`config.mk`:
```
export PLATFORM = sky130hd
export DESIGN_NAME = xbd_mul
export DESIGN_NICKNAME = d
export VERILOG_FILES = /design/src/rtl/xbd_pkg.sv /design/src/rtl/xbd_mul.sv
export SDC_FILE = /design/constraint.sdc
export NUM_CORES = 2
export LEC_CHECK = 0
export ABC_AREA = 1
export BUFFER_PORTS_ARGS = -buffer_cell sky130_fd_sc_hd__clkbuf_2
export CAP_MARGIN = 20
export CORE_MARGIN = 5
export CORE_UTILIZATION = 55
export CTS_BUF_LIST = sky130_fd_sc_hd__clkbuf_4 sky130_fd_sc_hd__clkbuf_8 sky130_fd_sc_hd__clkbuf_16
export DETAILED_ROUTE_END_ITERATION = 16
export PLACE_DENSITY = 0.73
export SETUP_SLACK_MARGIN = 0.4
export SYNTH_ARGS = -nofsm -noshare
export SYNTH_HDL_FRONTEND = slang
export SYNTH_SLANG_ARGS = --single-unit
```
`constraint.sdc`:
```
create_clock -name clock -period 10.1 [get_ports clock]
set_input_delay 0.505 -clock clock [delete_from_list [all_inputs] [get_ports clock]]
set_output_delay 0.505 -clock clock [all_outputs]
set_load 0.02 [all_outputs]
```
`src/rtl/xbd_pkg.sv`:
```
// Package: shared types, constants and helpers for the bounded-draw generator.
`timescale 1ns / 1ps
package xbd_pkg;

   localparam logic [63:0] SM_GAMMA = 64'h9e3779b97f4a7c15;
   localparam logic [63:0] SM_MIX1  = 64'hbf58476d1ce4e5b9;
   localparam logic [63:0] SM_MIX2  = 64'h94d049bb133111eb;

   typedef enum logic [2:0] {
      OP_RAW64   = 3'd0,
      OP_RAW32   = 3'd1,
      OP_BND32   = 3'd2,
      OP_BND64   = 3'd3,
      OP_RNG32   = 3'd4,
      OP_RNG64   = 3'd5,
      OP_BIT     = 3'd6,
      OP_NONE    = 3'd7
   } op_type;

   typedef enum logic [3:0] {
      ST_SEED_ADD,
      ST_SEED_M1,
      ST_SEED_M2,
      ST_SEED_FIN,
      ST_IDLE,
      ST_DRAW,
      ST_MUL,
      ST_CHECK,
      ST_DIV,
      ST_REDRAW,
      ST_RESULT
   } state_type;

   // multiplier request: a 64x64 product split into 32x32 partial products
   typedef struct packed {
      logic        start;
      logic [63:0] a;
      logic [63:0] b;
   } mul_req_type;

   typedef struct packed {
      logic         done;
      logic [127:0] prod;
   } mul_rsp_type;

   typedef struct packed {
      logic        start;
      logic [63:0] num;
      logic [63:0] den;
   } div_req_type;

   typedef struct packed {
      logic        done;
      logic [63:0] rem;
   } div_rsp_type;

   function automatic logic [63:0] rotl(input logic [63:0] v, input int unsigned k);
      logic [127:0] d;
      d = {v, v} << k;
      return d[127:64];
   endfunction

endpackage

```
`src/rtl/xbd_mul.sv`:
```
// Shared 64x64 multiplier, one 32x32 partial product per cycle.
`timescale 1ns / 1ps
module xbd_mul (
   input  logic                 clock,
   input  logic                 reset,
   input  xbd_pkg::mul_req_type req,
   output xbd_pkg::mul_rsp_type rsp
);
   logic [63:0]  a_ff, a_in, b_ff, b_in;
   logic [127:0] acc_ff, acc_in;
   logic [2:0]   step_ff, step_in;
   logic         busy_ff, busy_in;
   logic [31:0]  op_a, op_b;
   logic [63:0]  pp;
   logic [127:0] pp_sh;

   always_comb begin
      op_a  = step_ff[1] ? a_ff[63:32] : a_ff[31:0];
      op_b  = step_ff[0] ? b_ff[63:32] : b_ff[31:0];
      pp    = {32'd0, op_a} * {32'd0, op_b};
      pp_sh = {64'd0, pp} << ({5'd0, step_ff[1]} + {5'd0, step_ff[0]}) * 7'd32;
   end

   always_comb begin
      a_in    = a_ff;
      b_in    = b_ff;
      acc_in  = acc_ff;
      step_in = step_ff;
      busy_in = busy_ff;
      if (req.start) begin
         a_in    = req.a;
         b_in    = req.b;
         acc_in  = '0;
         step_in = '0;
         busy_in = 1'b1;
      end else if (busy_ff) begin
         acc_in  = acc_ff + pp_sh;
         step_in = step_ff + 3'd1;
         if (step_ff == 3'd3) busy_in = 1'b0;
      end
   end

   always_ff @(posedge clock) begin
      if (reset) begin
         busy_ff <= 1'b0;
         step_ff <= '0;
      end else begin
         busy_ff <= busy_in;
         step_ff <= step_in;
      end
      a_ff   <= a_in;
      b_ff   <= b_in;
      acc_ff <= acc_in;
   end

   assign rsp.done = busy_ff && step_ff == 3'd4 ? 1'b0 : (!busy_ff && step_ff == 3'd4);
   assign rsp.prod = acc_ff;

   assert property (@(posedge clock) disable iff (reset)
      busy_ff |-> step_ff <= 3'd3) else $error("mul step overrun");
   assert property (@(posedge clock) disable iff (reset)
      $rose(rsp.done) |-> $past(busy_ff)) else $error("mul done without work");
   assert property (@(posedge clock) disable iff (reset)
      req.start |=> busy_ff && step_ff == 3'd0) else $error("mul start lost");
endmodule

```
* Word level (Yosys, flattened, before mapping) *
Index checks and enable logic that the tools add are counted.

operators by class
  mux-type cells = 6
  multipliers = 1
  reductions and logical operators = 4
  equal/unequal tests = 2
  shift operators = 1
  $add $sub $neg = 3

operators by type and width
  operator               count
  $add A128 B128 Y128    1
  $shl A64 B7 Y128       1
  $mul A32 B32 Y64       1
  $mux W32               2
  $mux W1                4
  $add A3 B1 Y3 const B  1
  $eq A3 B2 Y1 const B   1
  $eq A3 B3 Y1 const B   1
  $add A1 B1 Y2          1
  $logic_and A1 B1 Y1    2
  $reduce_or A2 Y1       1
  $logic_not A1 Y1       1

word-level totals
  flip-flop bits (word level) = 260
  logic and storage cells = 22

* Depth between registers and ports, before layout *
  depth in word-level cells = 4
  mapped depth = 57
  mapped depth without buffers = 53

* Worst setup path before layout *
OpenSTA, ideal clock, no wires.

  path type = register to register
  start = register step_ff[0]
  end = register acc_ff[126]
  stages on the path, launching flop included = 52
  arrival time = 8.852 ns
  period minus slack after synthesis = 8.965 ns
  setup slack = 1.135 ns
  cell sequence = dfxtp_1 clkbuf_1 inv_2 clkbuf_1 or2_2 o21ai_1 clkbuf_1 nor2_1 fa_1 inv_1 fa_1 fa_1 fa_1 inv_1 fa_1 inv_1 fa_1 inv_1 [... 16 more ...] nand2_1 nor2_1 ha_1 nand2_1 nor2_1 inv_1 nor2_1 inv_1 nor2_2 inv_1 nor3_1 nand2_1 nand2_1 nand3_1 nand3_1 nand2_1 o21ai_1 inv_1

between the ends
  longest elaborated chain between the ends = 4

ends and longest elaborated chain
  item                      line           text
  start: declaration        xbd_mul.sv:11  logic [2:0] step_ff, step_in;
  start signal: assignment  xbd_mul.sv:49  step_ff <= step_in;
  $mux W32                  xbd_mul.sv:19  op_b = step_ff[0] ? b_ff[63:32] : b_ff[31:0];
  $mul A32 B32 Y64          xbd_mul.sv:20  pp = {32'd0, op_a} * {32'd0, op_b};
  $shl A64 B7 Y128 *        xbd_mul.sv:21  pp_sh = {64'd0, pp} << ({5'd0, step_ff[1]} + {5'd0, step_ff[0]}) * 7'd32;
  $add A128 B128 Y128 *     xbd_mul.sv:37  acc_in = acc_ff + pp_sh;
  end signal: assignment    xbd_mul.sv:53  acc_ff <= acc_in;
  end: declaration          xbd_mul.sv:10  logic [127:0] acc_ff, acc_in;

Mark *: on every way between the ends. The rest lies on a longest branch, timed or not.
A chain may end at the register's enable or synchronous reset.

* Worst setup path in the final report *
  start = register step_ff[1]
  end = register acc_ff[105]

between the ends
  longest elaborated chain between the ends = 4

ends and longest elaborated chain
  item                   line           text
  $mux W32               xbd_mul.sv:18  op_a = step_ff[1] ? a_ff[63:32] : a_ff[31:0];
  $mul A32 B32 Y64       xbd_mul.sv:20
  $shl A64 B7 Y128 *     xbd_mul.sv:21
  $add A128 B128 Y128 *  xbd_mul.sv:37

Marks and branches as above.

==> results.cfg <==
[synthesis]
synth_cell_types = 53
synth_most_common_cell = sky130_fd_sc_hd__inv_1
post_synth_instance_area_sq_um = 54240
synth.top_cell.area_share_pct = 33.11
ys_ff_latch = 260
mappedNetlistNets = 8802
syn_inst = 7381
yosys-top-cells-area = sky130_fd_sc_hd__fa_1, sky130_fd_sc_hd__inv_1, sky130_fd_sc_hd__nor2_1
ys_warn_count = 0
post_synth.cell_area_avg_sq_um = 7.349
synth_top_cell_by_area = sky130_fd_sc_hd__fa_1
synth-async-reset-ratio_pct = 0
post_synth_most_frequent_cells = sky130_fd_sc_hd__inv_1, sky130_fd_sc_hd__nor2_1, sky130_fd_sc_hd__nand2_1
synth_seq_area_share_pct = 11.96
synth_flop_cell = sky130_fd_sc_hd__dfxtp_1
synth_enable_flop_cells = 128

[worst_hold_path]
whs_path_depth = 1
hold_class = in -> reg
timing.hold.worst_endpoint = a_ff[17]
hold_path.startpoint = req[81]

[critical_path]
critPathCaptureType = register
worstReg2RegStart = step_ff[1]
crit_type = reg -> reg
critical_path.slowest_cell = sky130_fd_sc_hd__fa_1
rr_worst_depth = 51
worstReg2RegEnd = acc_ff[105]
r2r_setup_slack_ns = -0.21
crit_arrival_ns = 10.85
critical_path.most_common_cell = sky130_fd_sc_hd__nand2_1
worst_ep_required_time_ns = 10.65
slowest_delay_ns = 0.61
worst_path_maximum_fanout = 22
crit_path_start_kind = register

[floorplan]
die_x_microns = 324.0
rows = 115
ios = 260
start_util_pct = 55.27
placeableCoreArea_sq_um = 98130
die_area_sq_um = 105000
die_y_extent_microns = 324.0

[sta]
final-setup-viol-count = 74
setup_ws_ns = -0.2051
achievable-frequency_mhz = 97.04
period_share_pct = 102.0
worst-slew-pin-transition_ns = 1.100
final_period_minus_worst_setup_slack_ns = 10.31
setup_tns_ns = -6.706
slew-limit-headroom_pct = 26.58
finalHoldViolations = 0
final.setup_skew_ns = 0.07991
grt_setup_unrepaired = true
final_max_slew_viol_count = 0

[global_routing]
largest_net_degree_at_the_start_of_global_routing = 82
first_pass_grt_wire_length_microns = 379400
groute.usage.overall_pct = 49.86
first_global_vias = 59580
overflow_left_after_global_routing = 0
antenna_found_initial = 23

[layout]
fillCellCount = 7685
final-instance-count-excl-fill = 10140
final_net_count = 10235
area_growth_syn_to_layout_pct = 31.30
final_layout_size_suffix_gt1_share_pct = 26.36

[placement]
dp_hpwl_microns = 219000
port_buffers = 259
gp_routability_congestion = 1.100
dp_cells = 9994

[clocking]
cts_max_path_buffers = 3
worst_setup_hold_path_clk_slew_ns = 0.09
worst_skew_pair.late_latency_ns = 0.67
cts_max_level = 2
tritoncts = built
cts_inserted_buffers = 36
clk_root_buffer_cell = sky130_fd_sc_hd__clkbuf_16
clkSinkCount = 260

[drt]
post-route-drc-count = 0
number_of_detailed_route_iterations_in_the_first_pass = 10
vias_per_cell = 5.815
routed_wire_length_per_instance_microns = 26.14
totalWireLength_microns = 265100
dr.first_iter.drc_count = 7787
via_count = 58964
drtAntennaViolNets = 0

[run]
maxCapViolCount = 0

[outcome]
failed_checks = negative setup slack
run_status = finished, violations left
[critical path, delay by kind of cell, from the launching register on]
kind	cells	cell delay, ns
xor gates and xnor gates	1	0.21
DFF	1	0.37
and+or+nand+nor	17	2.23
adders and majority gates	10	4.45
AOI/OAI and AO/OA	5	0.73
buffers and inverters	18	2.13
[sequential cells by signal (all words and copies together), names as in the netlist]
signal,flops
a_ff,64
acc_ff,128
b_ff,64
busy_ff,1
step_ff,3
[repair_timing]
| item | CTS | global route |
|---|---|---|
| cloned | 2 | 1 |
| hold buffers | 0 | 0 |
| setup endpoints to repair | 104 | 106 |
| resized for setup | 323 | 307 |
| setup buffers | 48 | 18 |
| pin swaps | 57 | 50 |
[how the worst max path moves through the flow]
stage                     slack, ns     endpoint        from  depth (start not counted)
after floorplan                1.14  acc_ff[126]  step_ff[0]                         51
after global placement        -0.60  acc_ff[122]  step_ff[1]                         45
after detailed placement      -0.64   acc_ff[80]  step_ff[1]                         43
after CTS                    0.0001   acc_ff[89]  step_ff[0]                         50
after global routing          -0.52   acc_ff[95]  step_ff[1]                         52
final                         -0.21  acc_ff[105]  step_ff[1]                         51
[cell usage in the layout (no fill, tap or decap), types with 31 or more instances in the layout]
master                      Yosys  layout
sky130_fd_sc_hd__edfxtp_1     128     128
sky130_fd_sc_hd__nand3_1      158     150
sky130_fd_sc_hd__nand2_2       14      61
sky130_fd_sc_hd__buf_4          0    1249
sky130_fd_sc_hd__buf_6          0      31
sky130_fd_sc_hd__a21o_1        40      38
sky130_fd_sc_hd__clkbuf_2       0     258
sky130_fd_sc_hd__xor2_1        89      76
sky130_fd_sc_hd__fa_1         897     869
sky130_fd_sc_hd__or2_2         67      65
sky130_fd_sc_hd__nor2_1      1394    1296
sky130_fd_sc_hd__inv_1       1521    1492
sky130_fd_sc_hd__a21oi_2        9      90
sky130_fd_sc_hd__nor2_2        16      96
sky130_fd_sc_hd__ha_4           0      35
sky130_fd_sc_hd__dfxtp_1      132     129
sky130_fd_sc_hd__ha_1         393     354
sky130_fd_sc_hd__o21ai_1       65      99
sky130_fd_sc_hd__a21oi_1      337     249
sky130_fd_sc_hd__o21ai_0      280     187
sky130_fd_sc_hd__buf_12         0      76
sky130_fd_sc_hd__o21bai_1      54      45
sky130_fd_sc_hd__nand2_1     1285    1229
sky130_fd_sc_hd__clkbuf_16      0      39
sky130_fd_sc_hd__inv_2         22      44
sky130_fd_sc_hd__o21ai_2       16      62
[layout make-up]
type | count | area (sq um) | area share (%)
inverter | 1562 | 5913 | 8.302
timing repair buffer | 1624 | 12740 | 17.89
multi-input combinational | 5330 | 43210 | 60.67
clock inverter | 11 | 151.4 | 0.2126
clock buffer | 51 | 1062 | 1.491
antenna | 15 | 37.54 | 0.05270
sequential | 260 | 6497 | 9.123
tap | 1287 | 1610 | 2.261
[per-layer routing]
layer | vias up | global-route usage, % | part of all wire [%]
met2 | 4421 | 70.84 | 40
met3 | 1298 | 24.66 | 16
met4 | 38 | 30.36 | 8.4
li1 | 25168 | - | -
met1 | 28039 | 60.79 | 35
met5 | - | 1.678 | 0.23
[per-stage QoR]
stage | setup slack, ns | instance area (sq um) | hold WS, ns | util (%)
floorplan | 1.135 | 54240 | 0.4551 | -
global placement | -0.5968 | 67010 | 0.5083 | 68.28
detailed placement | -0.6366 | 67010 | 0.5243 | 68.28
CTS | 0.0001439 | 69980 | 0.01361 | 71.31
global route | -0.5153 | 71190 | 0.01861 | 72.54
finish | -0.2051 | 71220 | 0.008650 | 72.58
[cells by family (layout without fill, tap and decap cells)]
| family | after synthesis | after routing | share of synthesized area (%) |
|---|---|---|---|
| compound gates | 875 | 875 | 9.061 |
| xor+xnor | 116 | 116 | 1.873 |
| fa+ha+maj | 1290 | 1290 | 42.17 |
| buf+inv | 1791 | 3248 | 12.46 |
| flops | 260 | 260 | 11.96 |
| mux | 1 | 1 | 0.01845 |
| other cells | 0 | 15 | 0 |
| simple gates | 3048 | 3048 | 22.46 |
Power is not shown: default switching activity piles up to over one toggle a cycle in this logic, so the estimate is an artifact.
