$ cat config.mk
export PLATFORM = sky130hd
export DESIGN_NAME = xbd_div
export DESIGN_NICKNAME = d
export VERILOG_FILES = /design/src/rtl/xbd_pkg.sv /design/src/rtl/xbd_div.sv
export SDC_FILE = /design/constraint.sdc
export NUM_CORES = 1
export LEC_CHECK = 0
export BUFFER_PORTS_ARGS = -buffer_cell sky130_fd_sc_hd__buf_2
export CAP_MARGIN = 20
export CORE_ASPECT_RATIO = 1.75
export CORE_UTILIZATION = 55
export CTS_BUF_LIST = sky130_fd_sc_hd__clkbuf_2 sky130_fd_sc_hd__clkbuf_4 sky130_fd_sc_hd__clkbuf_8
export CTS_CLUSTER_SIZE = 20
export DETAILED_ROUTE_END_ITERATION = 12
export GPL_ROUTABILITY_DRIVEN = 0
export GPL_TIMING_DRIVEN = 1
export PLACE_DENSITY = 0.78
export SKIP_LAST_GASP = 1
export SLEW_MARGIN = 20
export SYNTH_ARGS = -nofsm -noshare
export SYNTH_HDL_FRONTEND = slang
export SYNTH_SLANG_ARGS = --single-unit
export TNS_END_PERCENT = 5
$ cat constraint.sdc
create_clock -name clock -period 4 [get_ports clock]
set_input_delay 0.2 -clock clock [delete_from_list [all_inputs] [get_ports clock]]
set_output_delay 0.2 -clock clock [all_outputs]
set_load 0.03 [all_outputs]
$ cat src/rtl/xbd_pkg.sv
// Package: shared types, constants and helpers for the bounded-draw generator.
`timescale 1ns / 1ps
package xbd_pkg;

   localparam logic [63:0] SM_GAMMA = 64'h9e3779b97f4a7c15;
   localparam logic [63:0] SM_MIX1  = 64'hbf58476d1ce4e5b9;
   localparam logic [63:0] SM_MIX2  = 64'h94d049bb133111eb;

   typedef enum logic [2:0] {
      OP_RAW64   = 3'd0,
      OP_RAW32   = 3'd1,
      OP_BND32   = 3'd2,
      OP_BND64   = 3'd3,
      OP_RNG32   = 3'd4,
      OP_RNG64   = 3'd5,
      OP_BIT     = 3'd6,
      OP_NONE    = 3'd7
   } op_type;

   typedef enum logic [3:0] {
      ST_SEED_ADD,
      ST_SEED_M1,
      ST_SEED_M2,
      ST_SEED_FIN,
      ST_IDLE,
      ST_DRAW,
      ST_MUL,
      ST_CHECK,
      ST_DIV,
      ST_REDRAW,
      ST_RESULT
   } state_type;

   // multiplier request: a 64x64 product split into 32x32 partial products
   typedef struct packed {
      logic        start;
      logic [63:0] a;
      logic [63:0] b;
   } mul_req_type;

   typedef struct packed {
      logic         done;
      logic [127:0] prod;
   } mul_rsp_type;

   typedef struct packed {
      logic        start;
      logic [63:0] num;
      logic [63:0] den;
   } div_req_type;

   typedef struct packed {
      logic        done;
      logic [63:0] rem;
   } div_rsp_type;

   function automatic logic [63:0] rotl(input logic [63:0] v, input int unsigned k);
      logic [127:0] d;
      d = {v, v} << k;
      return d[127:64];
   endfunction

endpackage

$ cat src/rtl/xbd_div.sv
// Shared restoring remainder unit, one quotient bit per cycle.
`timescale 1ns / 1ps
module xbd_div (
   input  logic                 clock,
   input  logic                 reset,
   input  xbd_pkg::div_req_type req,
   output xbd_pkg::div_rsp_type rsp
);
   logic [63:0] num_ff, num_in, den_ff, den_in;
   logic [64:0] rem_ff, rem_in;
   logic [6:0]  cnt_ff, cnt_in;
   logic        busy_ff, busy_in, done_ff, done_in;
   logic [64:0] trial;

   always_comb begin
      trial   = {rem_ff[63:0], num_ff[63]};
      num_in  = num_ff;
      den_in  = den_ff;
      rem_in  = rem_ff;
      cnt_in  = cnt_ff;
      busy_in = busy_ff;
      done_in = 1'b0;
      if (req.start) begin
         num_in  = req.num;
         den_in  = req.den;
         rem_in  = '0;
         cnt_in  = '0;
         busy_in = 1'b1;
      end else if (busy_ff) begin
         num_in = {num_ff[62:0], 1'b0};
         rem_in = trial >= {1'b0, den_ff} ? trial - {1'b0, den_ff} : trial;
         cnt_in = cnt_ff + 7'd1;
         if (cnt_ff == 7'd63) begin
            busy_in = 1'b0;
            done_in = 1'b1;
         end
      end
   end

   always_ff @(posedge clock) begin
      if (reset) begin
         busy_ff <= 1'b0;
         done_ff <= 1'b0;
         cnt_ff  <= '0;
      end else begin
         busy_ff <= busy_in;
         done_ff <= done_in;
         cnt_ff  <= cnt_in;
      end
      num_ff <= num_in;
      den_ff <= den_in;
      rem_ff <= rem_in;
   end

   assign rsp.done = done_ff;
   assign rsp.rem  = rem_ff[63:0];

   assert property (@(posedge clock) disable iff (reset)
      done_ff |-> !busy_ff) else $error("div done while busy");
   assert property (@(posedge clock) disable iff (reset)
      done_ff |-> rem_ff[63:0] < den_ff) else $error("div remainder too large");
   assert property (@(posedge clock) disable iff (reset)
      busy_ff |-> cnt_ff <= 7'd63) else $error("div count overrun");
endmodule

Yosys cells after proc, flatten, opt, wreduce, memory -nomap -nowiden
Index checks and enable logic that the tools add are counted.
Word-level totals
  register bits after elaboration: 201
  logic and storage cells: 21
  input port bits: 131
  output and inout port bits: 65
Cells by class
  reductions and logical operators: 3
  multiplexer cells: 7
  magnitude comparators: 1
  add/subtract/negate cells: 2
  bitwise gates (word level): 1
  equality and inequality tests: 1
Operators with widths (number)
  $mux 64: 3
  $ge 65x64->1: 1
  $sub 64x64->64: 1
  $add 7x1->7 const B: 1
  $eq 7x6->1 const B: 1
  $mux 1: 4
  $reduce_or 3->1: 1
  $reduce_bool 2->1: 1
  $reduce_or 2->1: 1
  $not 1->1: 1

Longest topological paths before layout
  depth after elaboration: 4
  depth in mapped cells: 14
  depth with buffers taken out: 14

Least setup slack after synthesis
Ideal clock, no wire load.
  kind: register -> register
  start: reg rem_ff[13]
  end: reg rem_ff[28]
  buffers on the path: 2
  setup time: 0.128 ns
  cell stages (with the launch flop): 14
  data arrival time: 3.193 ns
  path slack: 0.680 ns
  data required time: 3.872 ns
  period minus slack after synthesis: 3.320 ns
  cells stage by stage: dfxtp_1 > ha_1 > buf_2 > a211oi_1 > nor2_1 > nor3_1 > o31ai_2 > and4bb_1 > o41ai_4 > a41oi_4 > buf_4 > mux2_2 > mux2i_1 > nor2_1
On the way
  word-level cells in the longest chain between the ends: 2
  elaborated cells on any way between the ends: 3
  those cells by class: 1 x add/sub; 1 x order compare; 1 x mux
RTL lines
  start, declared: RTL line xbd_div.sv:10  | logic [64:0] rem_ff, rem_in;
  start signal, assigned: RTL line xbd_div.sv:52  | rem_ff <= rem_in;
  $sub 64x64->64 / $ge 65x64->1 (equally long branches): RTL line xbd_div.sv:31  | rem_in = trial >= {1'b0, den_ff} ? trial - {1'b0, den_ff} : trial;
  $mux 64 (*): RTL line xbd_div.sv:31
Every way passes the cells marked *; elsewhere a longest branch is shown, timed or not.
A chain may end at the register's enable or synchronous reset.

Worst setup path after layout
  start: reg den_ff[18]
  end: reg rem_ff[63]
On the way
  word-level cells in the longest chain between the ends: 2
  elaborated cells on any way between the ends: 3
  those cells by class: 1 x add/sub; 1 x order compare; 1 x mux
RTL lines
  start, declared: RTL line xbd_div.sv:9  | logic [63:0] num_ff, num_in, den_ff, den_in;
  start signal, assigned: RTL line xbd_div.sv:51  | den_ff <= den_in;
  $sub 64x64->64 / $ge 65x64->1 (equally long branches): RTL line xbd_div.sv:31
  $mux 64 (*): RTL line xbd_div.sv:31
Marks and branches as above.

==> report_table.html <==
<table>
<tr><th>Metric</th><th>Value</th></tr>
<tr><th colspan="2">Routing</th></tr>
<tr><td>Iteration count of the initial detailed-routing pass</td><td>5</td></tr>
<tr><td>Post-route DRC violation count</td><td>0</td></tr>
<tr><td>DR vias/cell</td><td>5.727</td></tr>
<tr><td>DRC marker count from the first detailed-route iteration</td><td>601</td></tr>
<tr><td>Final WL</td><td>32,890 um</td></tr>
<tr><td>Number of nets with antenna violations after routing</td><td>0</td></tr>
<tr><td>Post-detailed-route wirelength per cell</td><td>17.82 um</td></tr>
<tr><td>Overall via count from detail_route</td><td>10,570</td></tr>
<tr><th colspan="2">Critical path</th></tr>
<tr><td>Max incr delay on CP</td><td>420 ps</td></tr>
<tr><td>Cell with the biggest individual delay on the critical path</td><td>sky130_fd_sc_hd__ha_1</td></tr>
<tr><td>Crit start category</td><td>register</td></tr>
<tr><td>Worst R2R Setup Slack</td><td>380 ps</td></tr>
<tr><td>Buffers &amp; Inverters on Critical Path</td><td>2</td></tr>
<tr><td>Sort of element at the end of the critical path</td><td>register</td></tr>
<tr><td>Required time at the endpoint of the critical path</td><td>4500 ps</td></tr>
<tr><td>Crit-path max FO</td><td>15</td></tr>
<tr><td>Arrival time of the worst setup path</td><td>4110 ps</td></tr>
<tr><td>Reg2Reg Launch Point</td><td>den_ff[18]</td></tr>
<tr><td>R2R cell count</td><td>12</td></tr>
<tr><td>Capturing point of the worst reg2reg path</td><td>rem_ff[63]</td></tr>
<tr><td>Kind of critical path</td><td>register to register</td></tr>
<tr><td>Critical Path, Cell by Cell</td><td>inv_1, ha_1, a21oi_1, o21ai_0, a22oi_2, o31ai_2, and4bb_1, o41ai_4, a41oi_4, buf_4, or3_1, a311oi_1</td></tr>
<tr><td>Gate family responsible for the most delay along the worst path</td><td>compound AO/OA/AOI/OAI gates</td></tr>
<tr><th colspan="2">Placed design</th></tr>
<tr><td>Post-placement worst setup slack</td><td>396.3 ps</td></tr>
<tr><td>Post-DP HPWL</td><td>21,890 um</td></tr>
<tr><td>Post-place instance area</td><td>0.01314 mm2</td></tr>
<tr><td># port buffers</td><td>195</td></tr>
<tr><th colspan="2">Clocking</th></tr>
<tr><td>Sink Count</td><td>201</td></tr>
<tr><td>Clock tree buffer depth</td><td>3</td></tr>
<tr><td>Number of CTS-inserted buffers</td><td>30</td></tr>
<tr><td>CTS-repair resized insts</td><td>0</td></tr>
<tr><td>Clock tree from TritonCTS</td><td>done</td></tr>
<tr><td>H-tree depth</td><td>1</td></tr>
<tr><td>CTS clk-pin slew, worst paths</td><td>80 ps</td></tr>
<tr><td>Clock latency of the later-clocked register in the worst-skew pair</td><td>600 ps</td></tr>
<tr><td>Root buffer selected by CTS</td><td>sky130_fd_sc_hd__clkbuf_8</td></tr>
<tr><th colspan="2">Global route</th></tr>
<tr><td>Wire length of the first global-routing pass</td><td>52,230 um</td></tr>
<tr><td>Met2 Use GR</td><td>0.5487</td></tr>
<tr><td>Most utilized layer in the global route result</td><td>met2</td></tr>
<tr><td>Remaining global-route overflow</td><td>0</td></tr>
<tr><td>Antenna violations before repair</td><td>0</td></tr>
<tr><td>Global-route total usage across every layer</td><td>0.2950</td></tr>
<tr><td>Largest net degree at the start of global routing</td><td>112</td></tr>
<tr><td>Vias in the first global route</td><td>10,770</td></tr>
<tr><td>Met1 usage</td><td>0.3008</td></tr>
<tr><td>M3 GR Usage</td><td>0.05074</td></tr>
<tr><th colspan="2">Yosys</th></tr>
<tr><td>Cell types occupying the most area after synthesis</td><td>sky130_fd_sc_hd__edfxtp_1 32%, sky130_fd_sc_hd__dfxtp_1 12%, sky130_fd_sc_hd__ha_1 6.8%</td></tr>
<tr><td>Post-synth top flop</td><td>sky130_fd_sc_hd__edfxtp_1</td></tr>
<tr><td>Simple-Gate Fraction of Synth Area</td><td>0.1174</td></tr>
<tr><td>Compound-cell area share of the yosys netlist</td><td>0.1884</td></tr>
<tr><td>Count of state elements after synthesis</td><td>201</td></tr>
<tr><td>Warnings, synthesis</td><td>0</td></tr>
<tr><td>Summed instance area of the synthesized netlist</td><td>0.01193 mm2</td></tr>
<tr><td>Part of the Yosys area used for sequential elements</td><td>0.4448</td></tr>
<tr><td>Synthesized area divided by synthesized cell count</td><td>9.697 um2</td></tr>
<tr><td>Share of synthesized registers carrying an async set or reset</td><td>0</td></tr>
<tr><td>Multiplexer share of the synthesized area</td><td>0.08371</td></tr>
<tr><td>Cell accounting for the most synthesized area</td><td>sky130_fd_sc_hd__edfxtp_1</td></tr>
<tr><td>Net Count, Synth</td><td>1,427</td></tr>
<tr><td>Main combinational cell family by area after synthesis</td><td>compound AO/OA/AOI/OAI gates</td></tr>
<tr><td>Share of the synthesized area in the top cell type</td><td>0.3222</td></tr>
<tr><td>Number of enable-type register cells in the synthesized netlist</td><td>128</td></tr>
<tr><td>Cell variety after synth</td><td>70</td></tr>
<tr><td>Synth Area in XOR/XNOR</td><td>0.04406</td></tr>
<tr><td>Count of mapped cells out of synthesis</td><td>1,230</td></tr>
<tr><td>Adder-cell share of the synthesized area</td><td>0.06986</td></tr>
<tr><th colspan="2">Floorplan</th></tr>
<tr><td>Chip Height</td><td>196.8 um</td></tr>
<tr><td>Area of the core</td><td>0.02111 mm2</td></tr>
<tr><td>Die extent in x</td><td>113.3 um</td></tr>
<tr><td>Starting Density</td><td>0.5651</td></tr>
<tr><td>Cell row count</td><td>70</td></tr>
<tr><td>Number of ports placed on the die boundary</td><td>196</td></tr>
<tr><td>Die area</td><td>0.02230 mm2</td></tr>
<tr><th colspan="2">Cells and area</th></tr>
<tr><td>Final nets</td><td>1,730</td></tr>
<tr><td>Filler cells</td><td>1,567</td></tr>
<tr><td>Most common cell after layout, fill and taps aside</td><td>sky130_fd_sc_hd__buf_2</td></tr>
<tr><td>Layout Area Growth over Synthesis</td><td>26.94%</td></tr>
<tr><td>Final non-filler cell area</td><td>0.01514 mm2</td></tr>
<tr><td>Ant diodes</td><td>0</td></tr>
<tr><td>Most frequent cells in the layout</td><td>194 x sky130_fd_sc_hd__buf_2, 143 x sky130_fd_sc_hd__nor2_1, 130 x sky130_fd_sc_hd__a21oi_1</td></tr>
<tr><td>Layout cell share with drive strength beyond 1</td><td>0.2267</td></tr>
<tr><th colspan="2">Run</th></tr>
<tr><td>Max-cap violations</td><td>0</td></tr>
<tr><th colspan="2">Power and ir drop</th></tr>
<tr><td>Leakage component of the power</td><td>6.494 nW</td></tr>
<tr><td>PwrDens</td><td>412.0 mW/mm2</td></tr>
<tr><td>Maximum ir drop on the vdd rail</td><td>0.4076 mV</td></tr>
<tr><th colspan="2">Hold path</th></tr>
<tr><td>Hold Path End</td><td>den_ff[4]</td></tr>
<tr><td>Hold-critical path depth</td><td>1</td></tr>
<tr><td>Hold_sp</td><td>req[128]</td></tr>
<tr><td>HP Class</td><td>input port to register</td></tr>
<tr><th colspan="2">Timing</th></tr>
<tr><td>Count of final hold-check violations</td><td>0</td></tr>
<tr><td>Fmax</td><td>276.6 MHz</td></tr>
<tr><td>Minimum clock period after layout</td><td>3615 ps</td></tr>
<tr><td>Max Transition Viols Final</td><td>0</td></tr>
<tr><td>Transition time at the pin with the least slew margin</td><td>840.1 ps</td></tr>
<tr><td>Fin Clk Skew</td><td>16.51 ps</td></tr>
<tr><td>Hold_ws</td><td>86.63 ps</td></tr>
<tr><td>Headroom to the max-slew limit</td><td>0.4399</td></tr>
<tr><td>Period utilization</td><td>0.9038</td></tr>
<tr><td>Total setup violations reported at the end of the flow</td><td>0</td></tr>
<tr><td>Setup TNS</td><td>0 ps</td></tr>
<tr><td>Final WS setup</td><td>384.7 ps</td></tr>
<tr><td>Setup repair after global routing missed its margin</td><td>no</td></tr>
<tr><th colspan="2">Status</th></tr>
<tr><td>Run status</td><td>completed</td></tr>
</table>
==> power by group <==
part | switching [mW] | internal (mW)
clock | 0.852 | 1.13
sequential | 0.108 | 2.41
combinational | 1.02 | 0.717
total | 1.98 | 4.26
==> repair_timing <==
item / CTS / global route
setup buffers: 0 / 0
hold buffers: 129 / 0
hold endpoints to repair: 137 / 0
==> cell usage after synthesis, types with 4 or more instances <==
master / number
sky130_fd_sc_hd__nor2_1: 143
sky130_fd_sc_hd__a21oi_1: 130
sky130_fd_sc_hd__edfxtp_1: 128
sky130_fd_sc_hd__inv_1: 86
sky130_fd_sc_hd__dfxtp_1: 73
sky130_fd_sc_hd__mux2_2: 70
sky130_fd_sc_hd__ha_1: 65
sky130_fd_sc_hd__a211oi_1: 58
sky130_fd_sc_hd__o21ai_0: 54
sky130_fd_sc_hd__clkbuf_1: 53
sky130_fd_sc_hd__nand2_1: 53
sky130_fd_sc_hd__xnor2_1: 39
sky130_fd_sc_hd__a21o_1: 27
sky130_fd_sc_hd__nand4_1: 24
sky130_fd_sc_hd__mux2i_1: 21
sky130_fd_sc_hd__nor3_1: 21
sky130_fd_sc_hd__xor2_1: 21
sky130_fd_sc_hd__nand3_1: 17
sky130_fd_sc_hd__o21bai_1: 15
sky130_fd_sc_hd__buf_2: 13
sky130_fd_sc_hd__o211ai_1: 9
sky130_fd_sc_hd__nor4_1: 8
sky130_fd_sc_hd__or3_1: 8
sky130_fd_sc_hd__nor2b_1: 7
sky130_fd_sc_hd__o31ai_1: 7
sky130_fd_sc_hd__a21boi_0: 5
sky130_fd_sc_hd__a311oi_1: 5
sky130_fd_sc_hd__a31oi_1: 5
sky130_fd_sc_hd__nand2b_1: 5
sky130_fd_sc_hd__and3_1: 4
sky130_fd_sc_hd__o21a_1: 4
sky130_fd_sc_hd__or2_2: 4
==> worst reg2reg max path: stages, from the launching register on <==
cell                       delay (ps)
sky130_fd_sc_hd__edfxtp_1         330
sky130_fd_sc_hd__inv_1             60
sky130_fd_sc_hd__ha_1             420
sky130_fd_sc_hd__a21oi_1          110
sky130_fd_sc_hd__o21ai_0          410
sky130_fd_sc_hd__a22oi_2          160
sky130_fd_sc_hd__o31ai_2          300
sky130_fd_sc_hd__and4bb_1         310
sky130_fd_sc_hd__o41ai_4          360
sky130_fd_sc_hd__a41oi_4          220
sky130_fd_sc_hd__buf_4            250
sky130_fd_sc_hd__or3_1            380
sky130_fd_sc_hd__a311oi_1         240
==> layout make-up <==
cell class,instances,area (um2),area share
Inverter,87,327.8,0.02165
Multi-Input combinational cell,872,6007,0.3967
Sequential cell,201,5309,0.3506
Timing Repair Buffer,341,2430,0.1605
Clock buffer,43,541.8,0.03578
Tap cell,288,360.3,0.02380
Clock inverter,13,165.2,0.01091
==> flip-flops by register name, summed over array words and instances (netlist names) <==
register,flops
busy_ff,1
cnt_ff,7
den_ff,64
done_ff,1
num_ff,64
rem_ff,64
==> through the flow <==
step                  util  instances  total power [mW]
floorplan                -       1230             3.714
global placement    0.6225       1660             4.122
detailed placement  0.6225       1660             4.154
CTS                 0.7171       1845             6.221
global route        0.7173       1845             6.519
finish              0.7173       1845             6.238
==> metal layers <==
layer	wire length, um	up-vias	share of wire
li1	-	5108	-
met1	11970	4939	0.36
met2	17320	388	0.53
met3	1745	131	0.053
met4	1856	0	0.056
met5	0	-	0
==> worst max-delay path by stage <==
stage | from | to | slack (ps) | cells past startpoint
6_report | den_ff[18] | rem_ff[63] | 380 | 12
5_1_grt | den_ff[18] | rem_ff[63] | 70 | 12
4_1_cts | den_ff[18] | rem_ff[63] | 410 | 12
3_5_place_dp | den_ff[18] | rem_ff[63] | 400 | 12
3_3_place_gp | den_ff[18] | rem_ff[63] | 510 | 12
2_1_floorplan | rem_ff[13] | rem_ff[28] | 680 | 13
==> logic make-up (layout without fill, tap and decap cells) <==
logic type	count (synthesis)	in the layout
AOI/OAI and AO/OA	349	349
and+or+nand+nor	306	306
DFF	201	201
buffers and inverters	157	484
muxes	91	91
adders and majority gates	66	66
xor gates and xnor gates	60	60
No activity file was read; power rests on OpenSTA's default activity.
